<file path="src/sv/sem_pkg.sv">
// sem_pkg: shared widths, constants, register indexes and the gradient tap type
// for the sobel edge magnitude stream core; depends on nothing
package sem_pkg;

	// pixel and geometry widths
	localparam int PIX_W       = 8;
	localparam int ROW_W       = 16;
	localparam int WIDTH_RAW_W = 11;

	// line store geometry default
	localparam int MAX_WIDTH_DEF = 1024;

	// configuration port
	localparam int CFG_IDX_W  = 4;
	localparam int CFG_DATA_W = 16;
	localparam logic [CFG_IDX_W-1:0] REG_WIDTH  = CFG_IDX_W'(0);
	localparam logic [CFG_IDX_W-1:0] REG_HEIGHT = CFG_IDX_W'(1);

	// register reset values and smallest meaningful image side
	localparam int WIDTH_RESET  = 640;
	localparam int HEIGHT_RESET = 480;
	localparam int MIN_DIM      = 3;

	// gradient arithmetic
	localparam int GRAD_W      = 11;
	localparam int SUM_W       = GRAD_W + 1;
	localparam int PROD_W      = SUM_W + 3;
	localparam int SOBEL_NUM   = 7;
	localparam int RECIP_10    = 6554;
	localparam int RECIP_W     = 13;
	localparam int RECIP_SHIFT = 16;
	localparam int MUL_W       = PROD_W + RECIP_W;
	localparam int QUOT_W      = MUL_W - RECIP_SHIFT;

	localparam logic [PIX_W-1:0] PIX_MAX = 8'd255;

	// one window result handed from the window stage to the magnitude pipeline
	typedef struct packed {
		logic                     border;
		logic                     last;
		logic signed [GRAD_W-1:0] gx;
		logic signed [GRAD_W-1:0] gy;
	} sem_tap_t;

endpackage

</file>
<file path="src/sv/sem_res_if.sv">
// sem_res_if: result output channel with valid/ready handshake
// depends on sem_pkg for the pixel width
interface sem_res_if;
	logic                      valid;
	logic                      ready;
	logic [sem_pkg::PIX_W-1:0] edge_value;
	logic                      frame_end;

	modport source (output valid, output edge_value, output frame_end, input ready);
	modport sink   (input valid, input edge_value, input frame_end, output ready);
endinterface

</file>
<file path="src/sv/sem_mag.sv">
// sem_mag: gradient magnitude pipeline, scale by 7/10, clamp, invert, output register
// depends on sem_pkg and sem_res_if
module sem_mag (
	input  logic              clk,
	input  logic              arst_n,
	input  logic              tap_valid,
	output logic              tap_ready,
	input  sem_pkg::sem_tap_t tap,
	sem_res_if.source         results
);

	localparam int GRAD_W = sem_pkg::GRAD_W;
	localparam int SUM_W  = sem_pkg::SUM_W;
	localparam int PROD_W = sem_pkg::PROD_W;
	localparam int MUL_W  = sem_pkg::MUL_W;
	localparam int QUOT_W = sem_pkg::QUOT_W;
	localparam int PIX_W  = sem_pkg::PIX_W;

	logic              valid_s2;
	sem_pkg::sem_tap_t tap_s2;

	logic              valid_s3;
	logic [PROD_W-1:0] prod_s3;
	logic              border_s3;
	logic              last_s3;

	logic             res_valid_q;
	logic [PIX_W-1:0] edge_q;
	logic             frame_end_q;

	logic              out_free;
	logic              s3_free;
	logic              s2_free;
	logic [GRAD_W-1:0] ax;
	logic [GRAD_W-1:0] ay;
	logic [SUM_W-1:0]  sum;
	logic [PROD_W-1:0] prod;
	logic [MUL_W-1:0]  scaled;
	logic [QUOT_W-1:0] quot;
	logic [PIX_W-1:0]  mag;
	logic [PIX_W-1:0]  edge_nx;

	// ready chain, each stage frees when empty or moving on
	assign out_free  = !res_valid_q || results.ready;
	assign s3_free   = !valid_s3 || out_free;
	assign s2_free   = !valid_s2 || s3_free;
	assign tap_ready = s2_free;

	// |gx| + |gy| scaled by seven
	assign ax   = tap_s2.gx[GRAD_W-1] ? GRAD_W'(-tap_s2.gx) : GRAD_W'(tap_s2.gx);
	assign ay   = tap_s2.gy[GRAD_W-1] ? GRAD_W'(-tap_s2.gy) : GRAD_W'(tap_s2.gy);
	assign sum  = SUM_W'(ax) + SUM_W'(ay);
	assign prod = PROD_W'(sum) * PROD_W'(sem_pkg::SOBEL_NUM);

	// divide by ten through the reciprocal, exact over the product range
	assign scaled  = MUL_W'(prod_s3) * MUL_W'(sem_pkg::RECIP_10);
	assign quot    = scaled[MUL_W-1:sem_pkg::RECIP_SHIFT];
	assign mag     = (quot > QUOT_W'(sem_pkg::PIX_MAX)) ? sem_pkg::PIX_MAX : quot[PIX_W-1:0];
	assign edge_nx = border_s3 ? sem_pkg::PIX_MAX : (sem_pkg::PIX_MAX - mag);

	assign results.valid      = res_valid_q;
	assign results.edge_value = edge_q;
	assign results.frame_end  = frame_end_q;

	// stage valid bits
	always_ff @(posedge clk or negedge arst_n) begin
		if (!arst_n) begin
			valid_s2    <= 1'b0;
			valid_s3    <= 1'b0;
			res_valid_q <= 1'b0;
		end else begin
			if (s2_free) begin
				valid_s2 <= tap_valid;
			end
			if (s3_free) begin
				valid_s3 <= valid_s2;
			end
			if (out_free) begin
				res_valid_q <= valid_s3;
			end
		end
	end

	// stage payloads
	always_ff @(posedge clk) begin
		if (s2_free && tap_valid) begin
			tap_s2 <= tap;
		end
		if (s3_free && valid_s2) begin
			prod_s3   <= prod;
			border_s3 <= tap_s2.border;
			last_s3   <= tap_s2.last;
		end
		if (out_free && valid_s3) begin
			edge_q      <= edge_nx;
			frame_end_q <= last_s3;
		end
	end

endmodule

</file>
<file path="src/flat_wrapper.sv">
// flat-port wrapper written by rule: the top's interface ports become plain ports
module sem_mag_flat 
  (clk, arst_n, tap_valid, tap_ready, tap, results_valid, results_edge_value, results_frame_end, results_ready);
  sem_res_if results_i ();
  input  logic clk;
  input  logic arst_n;
  input  logic tap_valid;
  output logic tap_ready;
  input  sem_pkg::sem_tap_t tap;
  output wire logic [$bits(results_i.valid)-1:0] results_valid;
  output wire logic [$bits(results_i.edge_value)-1:0] results_edge_value;
  output wire logic [$bits(results_i.frame_end)-1:0] results_frame_end;
  input wire logic [$bits(results_i.ready)-1:0] results_ready;
  assign results_valid = results_i.valid;
  assign results_edge_value = results_i.edge_value;
  assign results_frame_end = results_i.frame_end;
  assign results_i.ready = results_ready;
  sem_mag u_core (.clk(clk), .arst_n(arst_n), .tap_valid(tap_valid), .tap_ready(tap_ready), .tap(tap), .results(results_i));
endmodule
</file>
<file path="config.mk">
export PLATFORM = sky130hd
export DESIGN_NAME = sem_mag_flat
export DESIGN_NICKNAME = d
export VERILOG_FILES = /design/src/sv/sem_pkg.sv /design/src/sv/sem_res_if.sv /design/src/sv/sem_mag.sv /design/src/flat_wrapper.sv
export SDC_FILE = /design/constraint.sdc
export NUM_CORES = 1
export LEC_CHECK = 0
export ABC_AREA = 1
export BUFFER_PORTS_ARGS = -buffer_cell sky130_fd_sc_hd__buf_4
export CORE_MARGIN = 1.5
export CORE_UTILIZATION = 33
export CTS_CLUSTER_SIZE = 12
export DETAILED_ROUTE_END_ITERATION = 10
export SETUP_SLACK_MARGIN = 0.15
export SYNTH_ARGS = -nofsm -noshare
export SYNTH_HDL_FRONTEND = slang
export SYNTH_SLANG_ARGS = --single-unit
export TNS_END_PERCENT = 30
</file>
<file path="constraint.sdc">
create_clock -name clk -period 7.85 [get_ports clk]
set_input_delay 0.3925 -clock clk [delete_from_list [all_inputs] [get_ports clk]]
set_output_delay 0.3925 -clock clk [all_outputs]
set_load 0.01 [all_outputs]
</file>
==> impl_metrics.csv <==
group,metric,value,unit
drt,drt-pass1-iter-count,4,
synthesis,avgSynthCellArea,8.46,um2
global_routing,antenna_found_initial,0,
die,die_x,151,um
global_routing,grt_pass1_vias,5451,
synthesis,synth-seq-area-share,21.7,%
synthesis,synth_top_area_share,22.0,%
hold_path,worstHoldPathType,"input port to flop",
timing,slew_viol_final,0,
synthesis,synth_top_family_by_area,"adder cells",
die,initial_utilization,33.5,%
worst_setup_path,worstSetupPathType,"flop to flop",
timing,worstMarginPinSlew,1.02,ns
clock_tree,cts_buffers,5,
finish,area_delta_synth_final,11.1,%
finish,nets,1125,
die,io_pins,39,
worst_setup_path,reg2reg_slack,3.04,ns
synthesis,ys_ff_latch,53,
clock_tree,cts_htree_levels,2,
timing,max_freq,208,MHz
die,row_count,54,
synthesis,synthSimpleGateAreaFrac,16.9,%
drt,ant_nets,0,
global_routing,overflow,0,
timing,clock_skew,0.0112,ns
synthesis,async_reset_ff_share,5.66,%
synthesis,synth_cell_types,34,
run,drv_cap,0,
synthesis,netlist_instances,859,
worst_setup_path,crit_required,8.02,ns
timing,rsz0062_at_grt,"no",
finish,n_antenna_cell,0,
timing,final.setup.tns,0,ns
synthesis,synth-adder-area-share,39.7,%
placed_design,gp_congestion,0.875,
clock_tree,clk_pin_slew,0.08,ns
drt,wl_per_cell,11.8,um
synthesis,synth.area.mux_share,0,%
synthesis,synth-compound-area-share,5.34,%
die,die_area,22900,um2
finish,fillCellCount,2215,
placed_design,portBuffers,38,
synthesis,synth_most_common_cell,"inv_1",
synthesis,synthFlopType,"edfxtp_1",
clock_tree,cts_sinks,53,
die,coreArea,21700,um2
drt,drc,0,
clock_tree,cts_tree,"built",
timing,finalCriticalPeriod,4.81,ns
synthesis,synth.net_count,1079,
clock_tree,cts.path.max_buffers,2,
clock_tree,clock_latency,0.31,ns
timing,fin_crit_sh,61.3,%
synthesis,netlist_top_cells_area,"ha_1, edfxtp_1, fa_1",
placed_design,dpl.hpwl,12500,um
clock_tree,post_cts_buffers,0,
run_status,status,"finished clean",
worst_setup_path,cp.arrival,4.99,ns
synthesis,syn-cell-area,7270,um2
die,dieHeight,151,um
worst_setup_path,cp_max_fo,8,
worst_setup_path,end_kind,"flop",
timing,setup_viol,0,
finish,drive_gt1_share,8.28,%
drt,routed_wl,14000,um
timing,fin_hold_ws,0.248,ns
worst_setup_path,setup.worst_path.start_class,"flop",
timing,slew_headroom,32.0,%
global_routing,grt_pass1_wl,24600,um
drt,dr.first_iter.drc_count,182,
synthesis,yosysWarningCount,0,
synthesis,ys_top_cells_by_count,"inv_1, nand2_1, ha_1",
drt,routed_via_density,4.47,
timing,hold_viol,0,
global_routing,grt_max_degree,25,
synthesis,synth_top_area_cell,"ha_1",
clock_tree,cts_resized,0,
global_routing,gr-usage-all-layers,13.7,%
drt,vias,5305,
synthesis,synth_edf_count,50,
synthesis,synth_xor_xnor_area_share,5.18,%
clock_tree,root_buffer,"clkbuf_16",
## placed cells by master (no fill, tap or decap), types with 3 or more instances in the layout
| cell | synthesis | routed |
|---|---|---|
| inv_2 | 6 | 6 |
| o21bai_1 | 3 | 3 |
| buf_4 | 0 | 38 |
| nand4_1 | 7 | 7 |
| nor3_1 | 8 | 8 |
| nand2_2 | 8 | 8 |
| dfrtp_1 | 3 | 3 |
| nor2_2 | 9 | 9 |
| nor2_1 | 30 | 30 |
| nand3_1 | 32 | 32 |
| o21ai_0 | 15 | 15 |
| ha_1 | 128 | 128 |
| xnor2_1 | 15 | 15 |
| inv_1 | 212 | 212 |
| edfxtp_1 | 50 | 50 |
| a21oi_1 | 37 | 37 |
| clkbuf_16 | 0 | 5 |
| nor4_1 | 5 | 5 |
| xor2_1 | 28 | 28 |
| nand2_1 | 177 | 177 |
| fa_1 | 64 | 64 |
| a21o_1 | 4 | 4 |
## cell type report
type	instances	area [um2]	share of cell area [%]
sequential	53	1580	19.5
tap	280	350	4.34
timing repair buffer	39	295	3.66
inverter	218	818	10.1
clock inverter	3	33.8	0.418
multi-input combinational	588	4870	60.4
clock buffer	5	125	1.55
## per-layer routing
layer / vias to the layer above / part of all wire, % / track usage, %
li1: 2787 / - / -
met1: 2450 / 45 / 16.3
met2: 59 / 52 / 25.9
met3: 9 / 2.4 / 1.84
met4: 0 / 0.99 / 2.72
met5: - / 0 / 0
## worst max-delay path: stages (launching register included)
cell      delay (ns)
edfxtp_1        0.49
ha_1            0.42
fa_1            0.52
inv_1           0.05
fa_1            0.52
inv_1           0.06
fa_1            0.52
inv_1           0.05
fa_1            0.53
inv_1           0.04
ha_1            0.35
nand2_1         0.08
nand2_1         0.07
nand2_1         0.06
nand2_1         0.06
a21oi_1         0.22
nand3_1         0.11
nand2_1         0.07
nand2_1         0.07
nor2_4          0.19
nand3_1         0.10
nand2_1         0.07
## kinds of logic (layout without fill, tap and decap cells)
logic type      count (synthesis)  after routing
fa+ha+maj                     192            192
simple gates                  284            284
xor+xnor                       43             43
buf+inv                       218            265
compound gates                 69             69
flops                          53             53
## state kept, by name, summed over array words and instances (netlist names)
register and count:
u_core.border_s3 1, u_core.last_s3 1, u_core.prod_s3 15, u_core.results.edge_value 8, u_core.results.frame_end 1, u_core.results.valid 1, u_core.tap_s2 24, u_core.valid_s2 1
u_core.valid_s3 1
## per-stage QoR
| step | cell area (um2) | setup WS, ns | cells | util (%) |
|---|---|---|---|---|
| floorplan | 7270 | 3.39 | 859 | - |
| global placement | 7910 | 3.10 | 1177 | 36.4 |
| detailed placement | 7910 | 3.08 | 1177 | 36.4 |
| CTS | 8070 | 3.03 | 1186 | 37.2 |
| global route | 8070 | 2.74 | 1186 | 37.2 |
| finish | 8070 | 3.04 | 1186 | 37.2 |
## worst paths after layout
kind,start,to,cells after the start
min reg2reg,u_core.tap_s2[23],u_core.border_s3,0
max reg2reg,u_core.prod_s3[6],u_core.results.edge_value[5],21
min in group asynchronous,arst_n,u_core.results.valid,2
min,tap[15],u_core.tap_s2[15],1
max,u_core.prod_s3[6],u_core.results.edge_value[5],21
max in group asynchronous,arst_n,u_core.valid_s3,2
## what timing repair did
item | CTS | global route
endpoints found under the hold margin | 3 | 0
hold buffers | 1 | 0
endpoints found under the setup margin | 0 | 0
Power is not shown: default switching activity piles up to over one toggle a cycle in this logic, so the estimate is an artifact.
